`src/rtl/echo_ranging_steering_controller_defines.svh`:
```
// Assertion macros shared by the echo ranging steering controller RTL.
`ifndef ECHO_RANGING_STEERING_CONTROLLER_DEFINES_SVH
`define ECHO_RANGING_STEERING_CONTROLLER_DEFINES_SVH
`ifndef SYNTHESIS
`define ERC_ASSERT_SAME(name, ante, cons) \
    name: assert property (@(posedge clk) disable iff (!rst_n) (ante) |-> (cons)) \
        else $error("erc assertion failed");
`define ERC_ASSERT_NEXT(name, ante, cons) \
    name: assert property (@(posedge clk) disable iff (!rst_n) (ante) |=> (cons)) \
        else $error("erc assertion failed");
`else
`define ERC_ASSERT_SAME(name, ante, cons)
`define ERC_ASSERT_NEXT(name, ante, cons)
`endif
`endif

```
`src/rtl/erc_pkg.sv`:
```
// Types and constants of the echo ranging steering controller.
package erc_pkg;

    localparam int THRESH_W   = 9;
    localparam int TICK_W     = 20;
    localparam int MOTOR_W    = 8;
    localparam int CFG_IDX_W  = 3;
    localparam int CFG_DATA_W = 20;
    localparam int NUM_LANES  = 3;

    localparam int LANE_LEFT  = 0;
    localparam int LANE_FRONT = 1;
    localparam int LANE_RIGHT = 2;

    localparam logic [CFG_IDX_W-1:0] REG_RANGE_THRESHOLD = 3'd0;
    localparam logic [CFG_IDX_W-1:0] REG_TRIGGER_TICKS   = 3'd1;
    localparam logic [CFG_IDX_W-1:0] REG_SETTLE_TICKS    = 3'd2;
    localparam logic [CFG_IDX_W-1:0] REG_TURN_TICKS      = 3'd3;
    localparam logic [CFG_IDX_W-1:0] REG_START_TICKS     = 3'd4;

    localparam logic [THRESH_W-1:0] RST_RANGE_THRESHOLD = 9'd153;
    localparam logic [TICK_W-1:0]   RST_TRIGGER_TICKS   = 20'd2;
    localparam logic [TICK_W-1:0]   RST_SETTLE_TICKS    = 20'd3571;
    localparam logic [TICK_W-1:0]   RST_TURN_TICKS      = 20'd85714;
    localparam logic [TICK_W-1:0]   RST_START_TICKS     = 20'd28571;

    localparam logic [MOTOR_W-1:0] CODE_NONE    = 8'h00;
    localparam logic [MOTOR_W-1:0] CODE_FORWARD = 8'hAA;
    localparam logic [MOTOR_W-1:0] CODE_LEFT    = 8'h66;
    localparam logic [MOTOR_W-1:0] CODE_RIGHT   = 8'h99;

    typedef enum logic [2:0] {
        PH_START,
        PH_TRIGGER,
        PH_WAIT,
        PH_MEASURE,
        PH_SETTLE,
        PH_TURN
    } phase_t;

    typedef struct packed {
        logic clear;
        logic count_en;
    } lane_ctl_t;

    typedef struct packed {
        logic [MOTOR_W-1:0] code;
        logic               turn;
        logic               lamp_set;
    } steer_t;

endpackage

```
`src/rtl/erc_ifs.sv`:
```
// Handshake channel interfaces: echo samples in, motor results out, register writes.
interface erc_echo_if;
    logic valid;
    logic ready;
    logic echo_left;
    logic echo_front;
    logic echo_right;

    modport source (output valid, output echo_left, output echo_front, output echo_right,
                    input ready);
    modport sink (input valid, input echo_left, input echo_front, input echo_right,
                  output ready);
endinterface

interface erc_motor_if;
    logic                        valid;
    logic                        ready;
    logic                        trigger_out;
    logic [erc_pkg::MOTOR_W-1:0] motor_code;
    logic                        motor_write;
    logic                        obstacle_lamp;

    modport source (output valid, output trigger_out, output motor_code,
                    output motor_write, output obstacle_lamp, input ready);
    modport sink (input valid, input trigger_out, input motor_code,
                  input motor_write, input obstacle_lamp, output ready);
endinterface

interface erc_cfg_if;
    logic                           valid;
    logic                           ready;
    logic [erc_pkg::CFG_IDX_W-1:0]  index;
    logic [erc_pkg::CFG_DATA_W-1:0] data;

    modport source (output valid, output index, output data, input ready);
    modport sink (input valid, input index, input data, output ready);
endinterface

```
`src/rtl/erc_lane.sv`:
```
// One echo channel lane: a saturating tick counter for the time its echo is high.
module erc_lane #(
    parameter int COUNT_CAP = 256,
    localparam int CntW = $clog2(COUNT_CAP + 1)
) (
    input  logic               clk,
    input  logic               rst_n,
    input  erc_pkg::lane_ctl_t ctl,
    input  logic               echo,
    output logic [CntW-1:0]    count,
    output logic               active
);

    logic [CntW-1:0] count_reg;
    logic [CntW-1:0] count_next;

    assign active = echo && (count_reg < CntW'(COUNT_CAP));

    always_comb
    begin
        count_next = count_reg;
        if (ctl.clear)
        begin
            count_next = '0;
        end
        else if (ctl.count_en && active)
        begin
            count_next = count_reg + CntW'(1);
        end
    end

    always_ff @(posedge clk or negedge rst_n)
    begin
        if (!rst_n)
        begin
            count_reg <= '0;
        end
        else
        begin
            count_reg <= count_next;
        end
    end

    assign count = count_reg;

endmodule

```
`src/rtl/erc_steer.sv`:
```
// Merging stage: compares the three lane counts with the threshold and picks a motor code.
module erc_steer #(
    parameter int COUNT_CAP = 256,
    localparam int CntW = $clog2(COUNT_CAP + 1),
    localparam int CmpW = (CntW > erc_pkg::THRESH_W) ? CntW : erc_pkg::THRESH_W
) (
    input  logic [CntW-1:0]              left_count,
    input  logic [CntW-1:0]              front_count,
    input  logic [CntW-1:0]              right_count,
    input  logic [erc_pkg::THRESH_W-1:0] threshold,
    output erc_pkg::steer_t              steer
);

    logic [CmpW-1:0] thr_ext;
    logic [CmpW-1:0] left_ext;
    logic [CmpW-1:0] front_ext;
    logic [CmpW-1:0] right_ext;

    assign thr_ext   = CmpW'(threshold);
    assign left_ext  = CmpW'(left_count);
    assign front_ext = CmpW'(front_count);
    assign right_ext = CmpW'(right_count);

    // Priority: right blocked (lamp only, straight on), then front blocked, then left far, else straight on.
    always_comb
    begin
        steer.code     = erc_pkg::CODE_FORWARD;
        steer.turn     = 1'b0;
        steer.lamp_set = 1'b0;
        if (right_ext < thr_ext)
        begin
            steer.lamp_set = 1'b1;
        end
        else if (front_ext < thr_ext)
        begin
            steer.code = erc_pkg::CODE_LEFT;
            steer.turn = 1'b1;
        end
        else if (left_ext > thr_ext)
        begin
            steer.code = erc_pkg::CODE_RIGHT;
            steer.turn = 1'b1;
        end
    end

endmodule

```
`src/rtl/echo_ranging_steering_controller.sv`:
```
// Top level: phase sequencer, delay timer, three echo lanes, steering merge, output register.
//
//  channel | role   | payload                                            | handshake
//  echo    | sink   | echo_left, echo_front, echo_right                  | valid/ready
//  motor   | source | trigger_out, motor_code, motor_write, obstacle_lamp | valid/ready
//  cfg     | sink   | index (3 bits), data (20 bits)                     | valid/ready
//
// Each echo transaction is one tick and yields one motor transaction from the output register in the next cycle.
// A new tick is taken every cycle while the output register is empty or being drained,
// so the rate is one tick per cycle, as the phase and lane state update on each taken tick.
// Reset is asynchronous and restores the register defaults and the start-delay phase.
// A stall on the motor side holds the echo side through the output register.
// Register writes are always taken, as cfg.ready is held high.
`include "echo_ranging_steering_controller_defines.svh"

module echo_ranging_steering_controller #(
    parameter int COUNT_CAP = 256
) (
    input  logic        clk,
    input  logic        rst_n,
    erc_echo_if.sink    echo,
    erc_motor_if.source motor,
    erc_cfg_if.sink     cfg
);

    localparam int CntW = $clog2(COUNT_CAP + 1);

    logic [erc_pkg::THRESH_W-1:0] range_threshold_reg;
    logic [erc_pkg::TICK_W-1:0]   trigger_ticks_reg;
    logic [erc_pkg::TICK_W-1:0]   settle_ticks_reg;
    logic [erc_pkg::TICK_W-1:0]   turn_ticks_reg;
    logic [erc_pkg::TICK_W-1:0]   start_ticks_reg;

    erc_pkg::phase_t            phase_reg;
    erc_pkg::phase_t            phase_next;
    logic [erc_pkg::TICK_W-1:0] delay_reg;
    logic [erc_pkg::TICK_W-1:0] delay_next;
    logic [erc_pkg::MOTOR_W-1:0] motor_reg;
    logic [erc_pkg::MOTOR_W-1:0] motor_next;
    logic                        lamp_reg;
    logic                        lamp_next;

    logic                        out_valid_reg;
    logic                        out_trigger_reg;
    logic [erc_pkg::MOTOR_W-1:0] out_code_reg;
    logic                        out_write_reg;
    logic                        out_lamp_reg;

    logic                              accept;
    logic [erc_pkg::NUM_LANES-1:0]     echo_bits;
    logic [erc_pkg::NUM_LANES-1:0]     lane_active;
    logic [CntW-1:0]                   lane_count [erc_pkg::NUM_LANES];
    erc_pkg::lane_ctl_t                lane_ctl;
    erc_pkg::steer_t                   steer;
    logic [erc_pkg::TICK_W-1:0]        limit;
    logic [erc_pkg::TICK_W-1:0]        delay_inc;
    logic                              timer_done;
    logic                              any_echo;
    logic                              any_active;
    logic                              trig_now;
    logic                              write_now;

    assign cfg.ready = 1'b1;

    always_ff @(posedge clk or negedge rst_n)
    begin
        if (!rst_n)
        begin
            range_threshold_reg <= erc_pkg::RST_RANGE_THRESHOLD;
            trigger_ticks_reg   <= erc_pkg::RST_TRIGGER_TICKS;
            settle_ticks_reg    <= erc_pkg::RST_SETTLE_TICKS;
            turn_ticks_reg      <= erc_pkg::RST_TURN_TICKS;
            start_ticks_reg     <= erc_pkg::RST_START_TICKS;
        end
        else if (cfg.valid)
        begin
            unique case (cfg.index)
                erc_pkg::REG_RANGE_THRESHOLD:
                    range_threshold_reg <= cfg.data[erc_pkg::THRESH_W-1:0];
                erc_pkg::REG_TRIGGER_TICKS: trigger_ticks_reg <= cfg.data;
                erc_pkg::REG_SETTLE_TICKS:  settle_ticks_reg  <= cfg.data;
                erc_pkg::REG_TURN_TICKS:    turn_ticks_reg    <= cfg.data;
                erc_pkg::REG_START_TICKS:   start_ticks_reg   <= cfg.data;
                default: ;
            endcase
        end
    end

    assign echo.ready = !out_valid_reg || motor.ready;
    assign accept     = echo.valid && echo.ready;

    assign echo_bits[erc_pkg::LANE_LEFT]  = echo.echo_left;
    assign echo_bits[erc_pkg::LANE_FRONT] = echo.echo_front;
    assign echo_bits[erc_pkg::LANE_RIGHT] = echo.echo_right;
    assign any_echo   = |echo_bits;
    assign any_active = |lane_active;

    for (genvar g = 0; g < erc_pkg::NUM_LANES; g++)
    begin : g_lane
        erc_lane #(.COUNT_CAP(COUNT_CAP)) u_lane (
            .clk    (clk),
            .rst_n  (rst_n),
            .ctl    (lane_ctl),
            .echo   (echo_bits[g]),
            .count  (lane_count[g]),
            .active (lane_active[g])
        );
    end

    erc_steer #(.COUNT_CAP(COUNT_CAP)) u_steer (
        .left_count  (lane_count[erc_pkg::LANE_LEFT]),
        .front_count (lane_count[erc_pkg::LANE_FRONT]),
        .right_count (lane_count[erc_pkg::LANE_RIGHT]),
        .threshold   (range_threshold_reg),
        .steer       (steer)
    );

    // Timed phases end when the incremented count reaches the limit, so a zero
    // limit still lasts one tick; the wrap to zero also ends the phase.
    always_comb
    begin
        case (phase_reg)
            erc_pkg::PH_TRIGGER: limit = trigger_ticks_reg;
            erc_pkg::PH_SETTLE:  limit = settle_ticks_reg;
            erc_pkg::PH_TURN:    limit = turn_ticks_reg;
            default:             limit = start_ticks_reg;
        endcase
    end

    assign delay_inc  = delay_reg + erc_pkg::TICK_W'(1);
    assign timer_done = (delay_inc >= limit) || (delay_inc == '0);

    always_comb
    begin
        phase_next        = phase_reg;
        delay_next        = delay_reg;
        lane_ctl.clear    = 1'b0;
        lane_ctl.count_en = accept &&
                            ((phase_reg == erc_pkg::PH_WAIT) ||
                             (phase_reg == erc_pkg::PH_MEASURE));
        if (accept)
        begin
            unique case (phase_reg) inside
                erc_pkg::PH_START, erc_pkg::PH_TRIGGER, erc_pkg::PH_TURN:
                begin
                    if (timer_done)
                    begin
                        delay_next = '0;
                        if (phase_reg == erc_pkg::PH_TRIGGER)
                        begin
                            phase_next = erc_pkg::PH_WAIT;
                        end
                        else
                        begin
                            phase_next     = erc_pkg::PH_TRIGGER;
                            lane_ctl.clear = 1'b1;
                        end
                    end
                    else
                    begin
                        delay_next = delay_inc;
                    end
                end
                erc_pkg::PH_WAIT, erc_pkg::PH_MEASURE:
                begin
                    // The tick that first sees an echo already counts.
                    if (phase_reg == erc_pkg::PH_MEASURE || any_echo)
                    begin
                        if (any_active)
                        begin
                            phase_next = erc_pkg::PH_MEASURE;
                        end
                        else
                        begin
                            phase_next = erc_pkg::PH_SETTLE;
                            delay_next = '0;
                        end
                    end
                end
                erc_pkg::PH_SETTLE:
                begin
                    if (timer_done)
                    begin
                        delay_next = '0;
                        if (steer.turn)
                        begin
                            phase_next = erc_pkg::PH_TURN;
                        end
                        else
                        begin
                            phase_next     = erc_pkg::PH_TRIGGER;
                            lane_ctl.clear = 1'b1;
                        end
                    end
                    else
                    begin
                        delay_next = delay_inc;
                    end
                end
                default:
                begin
                    phase_next = erc_pkg::PH_START;
                    delay_next = '0;
                end
            endcase
        end
    end

    always_comb
    begin
        trig_now   = (phase_reg == erc_pkg::PH_TRIGGER);
        write_now  = (phase_reg == erc_pkg::PH_SETTLE) && timer_done;
        motor_next = motor_reg;
        lamp_next  = lamp_reg;
        if (accept && write_now)
        begin
            motor_next = steer.code;
            lamp_next  = lamp_reg || steer.lamp_set;
        end
    end

    always_ff @(posedge clk or negedge rst_n)
    begin
        if (!rst_n)
        begin
            phase_reg     <= erc_pkg::PH_START;
            delay_reg     <= '0;
            motor_reg     <= erc_pkg::CODE_NONE;
            lamp_reg      <= 1'b0;
            out_valid_reg <= 1'b0;
        end
        else
        begin
            phase_reg <= phase_next;
            delay_reg <= delay_next;
            motor_reg <= motor_next;
            lamp_reg  <= lamp_next;
            if (accept)
            begin
                out_valid_reg <= 1'b1;
            end
            else if (motor.ready)
            begin
                out_valid_reg <= 1'b0;
            end
        end
    end

    always_ff @(posedge clk)
    begin
        if (accept)
        begin
            out_trigger_reg <= trig_now;
            out_code_reg    <= motor_next;
            out_write_reg   <= write_now;
            out_lamp_reg    <= lamp_next;
        end
    end

    assign motor.valid         = out_valid_reg;
    assign motor.trigger_out   = out_trigger_reg;
    assign motor.motor_code    = out_code_reg;
    assign motor.motor_write   = out_write_reg;
    assign motor.obstacle_lamp = out_lamp_reg;

    `ERC_ASSERT_SAME(a_write_code_valid, motor.valid && motor.motor_write, motor.motor_code == erc_pkg::CODE_FORWARD || motor.motor_code == erc_pkg::CODE_LEFT || motor.motor_code == erc_pkg::CODE_RIGHT)
    `ERC_ASSERT_NEXT(a_lamp_sticky, lamp_reg, lamp_reg)
    `ERC_ASSERT_SAME(a_turn_has_turn_code, phase_reg == erc_pkg::PH_TURN, motor_reg == erc_pkg::CODE_LEFT || motor_reg == erc_pkg::CODE_RIGHT)
    `ERC_ASSERT_NEXT(a_trigger_clears_lanes, accept && lane_ctl.clear, lane_count[erc_pkg::LANE_LEFT] == '0 && lane_count[erc_pkg::LANE_RIGHT] == '0)

endmodule
```
`src/flat_wrapper.sv`:
```
// flat-port wrapper written by rule: the top's interface ports become plain ports
module echo_ranging_steering_controller_flat 
#(
    parameter int COUNT_CAP = 256
)
  (clk, rst_n, echo_valid, echo_echo_left, echo_echo_front, echo_echo_right, echo_ready, motor_valid, motor_trigger_out, motor_motor_code, motor_motor_write, motor_obstacle_lamp, motor_ready, cfg_valid, cfg_index, cfg_data, cfg_ready);
  erc_echo_if echo_i ();
  erc_motor_if motor_i ();
  erc_cfg_if cfg_i ();
  input  logic clk;
  input  logic rst_n;
  input wire logic [$bits(echo_i.valid)-1:0] echo_valid;
  input wire logic [$bits(echo_i.echo_left)-1:0] echo_echo_left;
  input wire logic [$bits(echo_i.echo_front)-1:0] echo_echo_front;
  input wire logic [$bits(echo_i.echo_right)-1:0] echo_echo_right;
  output wire logic [$bits(echo_i.ready)-1:0] echo_ready;
  output wire logic [$bits(motor_i.valid)-1:0] motor_valid;
  output wire logic [$bits(motor_i.trigger_out)-1:0] motor_trigger_out;
  output wire logic [$bits(motor_i.motor_code)-1:0] motor_motor_code;
  output wire logic [$bits(motor_i.motor_write)-1:0] motor_motor_write;
  output wire logic [$bits(motor_i.obstacle_lamp)-1:0] motor_obstacle_lamp;
  input wire logic [$bits(motor_i.ready)-1:0] motor_ready;
  input wire logic [$bits(cfg_i.valid)-1:0] cfg_valid;
  input wire logic [$bits(cfg_i.index)-1:0] cfg_index;
  input wire logic [$bits(cfg_i.data)-1:0] cfg_data;
  output wire logic [$bits(cfg_i.ready)-1:0] cfg_ready;
  assign echo_i.valid = echo_valid;
  assign echo_i.echo_left = echo_echo_left;
  assign echo_i.echo_front = echo_echo_front;
  assign echo_i.echo_right = echo_echo_right;
  assign echo_ready = echo_i.ready;
  assign motor_valid = motor_i.valid;
  assign motor_trigger_out = motor_i.trigger_out;
  assign motor_motor_code = motor_i.motor_code;
  assign motor_motor_write = motor_i.motor_write;
  assign motor_obstacle_lamp = motor_i.obstacle_lamp;
  assign motor_i.ready = motor_ready;
  assign cfg_i.valid = cfg_valid;
  assign cfg_i.index = cfg_index;
  assign cfg_i.data = cfg_data;
  assign cfg_ready = cfg_i.ready;
  echo_ranging_steering_controller #(.COUNT_CAP(COUNT_CAP)) u_core (.clk(clk), .rst_n(rst_n), .echo(echo_i), .motor(motor_i), .cfg(cfg_i));
endmodule
```
`config.mk`:
```
export PLATFORM = sky130hd
export DESIGN_NAME = echo_ranging_steering_controller_flat
export DESIGN_NICKNAME = d
export VERILOG_FILES = /design/src/rtl/erc_pkg.sv /design/src/rtl/erc_ifs.sv /design/src/rtl/erc_lane.sv /design/src/rtl/erc_steer.sv /design/src/rtl/echo_ranging_steering_controller.sv /design/src/flat_wrapper.sv
export VERILOG_INCLUDE_DIRS = /design/src /design/src/rtl
export SDC_FILE = /design/constraint.sdc
export NUM_CORES = 1
export LEC_CHECK = 0
export BUFFER_PORTS_ARGS = -buffer_cell sky130_fd_sc_hd__buf_4
export CAP_MARGIN = 20
export CORE_MARGIN = 2
export CORE_UTILIZATION = 55
export DETAILED_ROUTE_END_ITERATION = 10
export PLACE_DENSITY = 0.83
export SYNTH_ARGS = -nofsm -noshare
export SYNTH_HDL_FRONTEND = slang
export SYNTH_SLANG_ARGS = --single-unit
```
`constraint.sdc`:
```
create_clock -name clk -period 5.3 [get_ports clk]
set_input_delay 1.06 -clock clk [delete_from_list [all_inputs] [get_ports clk]]
set_output_delay 1.06 -clock clk [all_outputs]
set_load 0.1 [all_outputs]
```
==> reports/summary.txt <==
=====================================================================================
Run status                                                               finished clean
Core Box Area                                                             0.0157 mm^2
Critical setup path kind                                                   reg -> reg
Synthesized netlist cell count                                                    789
Highest fanout seen on the critical path                                           12
Area grow syn2layout                                                            12.6%
Number of stages on the worst setup path                                           13
Number of failing hold endpoints at the final stage                                 0
Area post-placement                                                      0.00924 mm^2
First-pass iteration count of the detailed router                                   5
Sequential standard cell area                                            0.00410 mm^2
Async set-or-reset flop fraction in the synthesized netlist                     93.1%
Global placer's final weighted congestion                                       0.894
GRT overflow                                                                        0
Placement row count                                                                46
Clock root cell                                                          sky130_fd_sc_hd__clkbuf_16
Clock-pin slew of the registers on the worst-case setup and hold paths        0.06 ns
Flip-flop count of the largest register after layout                               27
Slowest cell on the critical path                                        sky130_fd_sc_hd__dfrtp_1
Cells on worst reg2reg path                                                        13
CP peak stage delay                                                           0.52 ns
Critical path launch point type                                                  flop
Detail Placement HPWL                                                        12600 um
Family of cells with the greatest summed delay on the critical path      simple AND/OR/NAND/NOR gates
Yosys synthesis warning count                                                       0
Total number of vias                                                             6281
Pwr Total                                                                     4110 uW
Clk sinks                                                                         160
PostCTS Resize Cnt                                                                  0
Post-route DRC                                                                      0
Post-synthesis instance area                                             0.00875 mm^2
Transition at the pin with the smallest max-transition slack                  1.09 ns
Initial antenna violation count                                                     0
Number of buffers and inverters on the critical path                                0
Worst Hold Margin                                                            0.441 ns
Post-route fraction of the period consumed by the critical path                 80.0%
Setup fix buffers added after clock tree synthesis                                  0
Multi-input gate area in the final layout                                0.00437 mm^2
TritonCTS clock tree                                                             done
Synthesized area per cell                                                   11.1 um^2
Count of different cell masters after synthesis                                    68
CP Cell Sequence                                                         nand4_1 -> nor3_1 -> nor2b_1 -> and4_1 -> xor2_1 -> ha_1 -> a21oi_1 -> o21ai_0 -> a211oi_1 -> a211oi_1 -> a31oi_2 -> nand2b_1 -> a21oi_1
Total power density per cell area                                         418 mW/mm^2
Number of port buffers                                                             43
ANT nets after route                                                                0
CP Launch Point                                                          u_core.delay_reg[4]
Routed wirelength normalized by instance count                                18.1 um
H-tree lvl count                                                                    4
Number of maximum-capacitance constraint violations                                 0
Post-Route Skew                                                            0.00959 ns
Die X                                                                          130 um
Clock buffers created by TritonCTS                                                 17
Worst-skew pair later-pin latency                                             0.43 ns
Total Wirelength                                                             19000 um
Synthesis-stage register bit count                                                160
Count of antenna diodes in the layout                                               0
Hold WC Path Type                                                         in -> async
Mapped Nets                                                                       870
Setup repair after global routing missed its margin                             false
Maximum root-to-sink buffer count                                                   2
Setup violators final                                                               0
Top-level port count                                                               45
Post-route design area                                                   0.00985 mm^2
EDFF count, synth                                                                  11
Flip-flop cell with the highest count after synthesis                    sky130_fd_sc_hd__dfrtp_1
Highest achievable clock rate                                                 236 MHz
Net count reported at finish                                                      901
Detailed router's first-iteration violation count                                 659
Count of final max-slew check failures                                              0
DR vias/cell                                                                     5.99
Leakage Power                                                              0.00430 uW
Fraction of layout instances using a drive strength above 1                     26.2%
Setup TNS                                                                        0 ns
Critical path required time                                                   5.46 ns
Quantity of hold-fixing buffers added after cts                                     0
Final cell utilization of the core                                              62.7%
Total Die Area                                                            0.0169 mm^2
Global-route wire length before repair                                       31100 um
Sequential area share after synthesis                                           46.9%
Tot GR Track Use                                                                23.6%
Normalized max-slew margin                                                      27.1%
Number of filler cells placed in the layout                                      1166
VDD IR-drop max                                                            0.000295 V
Vias in the first global route                                                   6235
Maximum number of pins on one net before global-route repair                      119
Chip height                                                                    130 um
Category of the worst setup path capture point                                   flop
Worst flop-to-flop path startpoint                                       u_core.delay_reg[4]
Effective utilization at floorplan                                              55.7%
Data arrival time of the worst path                                           4.40 ns
Post-route minimum period                                                     4.24 ns
=====================================================================================
power by group:
part	internal [uW]	total [uW]	switching [uW]	leakage, uW
combinational	559	1320	764	0.00212
sequential	1470	1630	162	0.00192
clock	655	1160	506	0.000267
Yosys cell counts (11+ instances only):
cell type,number,share of area (%)
sky130_fd_sc_hd__ha_1,50,7.1
sky130_fd_sc_hd__o22a_1,19,1.9
sky130_fd_sc_hd__a21o_1,13,1.1
sky130_fd_sc_hd__xor2_1,23,2.3
sky130_fd_sc_hd__o221ai_1,19,1.9
sky130_fd_sc_hd__nand3_1,13,0.74
sky130_fd_sc_hd__nand2_1,69,3.0
sky130_fd_sc_hd__a32o_1,12,1.4
sky130_fd_sc_hd__edfxtp_1,11,3.8
sky130_fd_sc_hd__xnor2_1,14,1.4
sky130_fd_sc_hd__nor3_1,15,0.86
sky130_fd_sc_hd__dfrtp_1,115,33
sky130_fd_sc_hd__dfstp_2,34,10
sky130_fd_sc_hd__inv_1,22,0.94
sky130_fd_sc_hd__nand4_1,17,1.2
sky130_fd_sc_hd__mux2i_1,28,3.2
sky130_fd_sc_hd__a21oi_1,25,1.4
sky130_fd_sc_hd__clkbuf_1,27,1.2
sky130_fd_sc_hd__mux2_2,81,10
sky130_fd_sc_hd__o21ai_0,22,1.3
sky130_fd_sc_hd__nor2_1,53,2.3
placed cells by master (no fill, tap or decap), types with 3 or more instances in the layout:
| cell | instances |
|---|---|
| sky130_fd_sc_hd__nor3b_1 | 4 |
| sky130_fd_sc_hd__inv_6 | 3 |
| sky130_fd_sc_hd__clkbuf_8 | 4 |
| sky130_fd_sc_hd__nor2_1 | 53 |
| sky130_fd_sc_hd__and4_1 | 4 |
| sky130_fd_sc_hd__nand4_1 | 17 |
| sky130_fd_sc_hd__edfxtp_1 | 11 |
| sky130_fd_sc_hd__mux2_2 | 81 |
| sky130_fd_sc_hd__nand2_1 | 69 |
| sky130_fd_sc_hd__nand3_1 | 13 |
| sky130_fd_sc_hd__xnor2_1 | 14 |
| sky130_fd_sc_hd__dfstp_2 | 34 |
| sky130_fd_sc_hd__o221ai_1 | 19 |
| sky130_fd_sc_hd__and3_1 | 6 |
| sky130_fd_sc_hd__o21bai_1 | 6 |
| sky130_fd_sc_hd__a211oi_1 | 4 |
| sky130_fd_sc_hd__nand2b_1 | 10 |
| sky130_fd_sc_hd__a21o_1 | 13 |
| sky130_fd_sc_hd__clkbuf_16 | 17 |
| sky130_fd_sc_hd__buf_4 | 53 |
| sky130_fd_sc_hd__clkinv_4 | 3 |
| sky130_fd_sc_hd__ha_1 | 50 |
| sky130_fd_sc_hd__nor4_1 | 6 |
| sky130_fd_sc_hd__a31oi_1 | 3 |
| sky130_fd_sc_hd__nor2b_1 | 5 |
| sky130_fd_sc_hd__o22a_1 | 19 |
| sky130_fd_sc_hd__clkinvlp_4 | 3 |
| sky130_fd_sc_hd__xor2_1 | 23 |
| sky130_fd_sc_hd__a21oi_1 | 25 |
| sky130_fd_sc_hd__dfrtp_1 | 114 |
| sky130_fd_sc_hd__a32o_1 | 12 |
| sky130_fd_sc_hd__nor3_1 | 14 |
| sky130_fd_sc_hd__o21ai_0 | 21 |
| sky130_fd_sc_hd__inv_1 | 22 |
| sky130_fd_sc_hd__or2_2 | 4 |
| sky130_fd_sc_hd__mux2i_1 | 28 |
per-stage QoR:
step	instances	setup slack, ns
floorplan	789	1.75
global placement	1015	1.20
detailed placement	1015	1.12
CTS	1047	1.07
global route	1049	0.507
finish	1049	1.06
layout make-up:
type                    instances  area share (%)
well taps                     216            2.74
multi-input cells             563            44.4
repair buffers                 56            4.71
clock inverters                 9           0.762
inverters                      22           0.838
clock buffers                  23            4.95
flip-flops and latches        160            41.6
path summary, 6_finish.rpt:
check                                                   end  slack [ns]
min reg2reg                             u_core.motor_reg[4]        0.48
max in group asynchronous       u_core.settle_ticks_reg[10]        4.12
max                              u_core.motor.motor_code[3]        1.06
max reg2reg                      u_core.motor.motor_code[3]        1.06
min in group clk                        u_core.motor_reg[4]        0.48
min                        u_core.g_lane[1].u_lane.count[0]        0.44
layer usage:
metal  up-vias  track usage (%)  part of all wire, %
met5         -                0                    0
met4         0             7.34                  1.5
met3        23             4.18                  4.5
met2       154             38.1                   48
met1      3144             32.7                   46
li1       2960                -                    -
cell families after synthesis:
group | Yosys count | synth area share (%)
compound gates | 144 | 12.1
mux | 109 | 13.6
xor+xnor | 37 | 3.70
fa+ha+maj | 50 | 7.15
buf+inv | 66 | 3.29
simple gates | 222 | 13.2
other cells | 1 | 0.0429
flops | 160 | 46.9
Note: power is estimated with default switching activity, not from simulation.
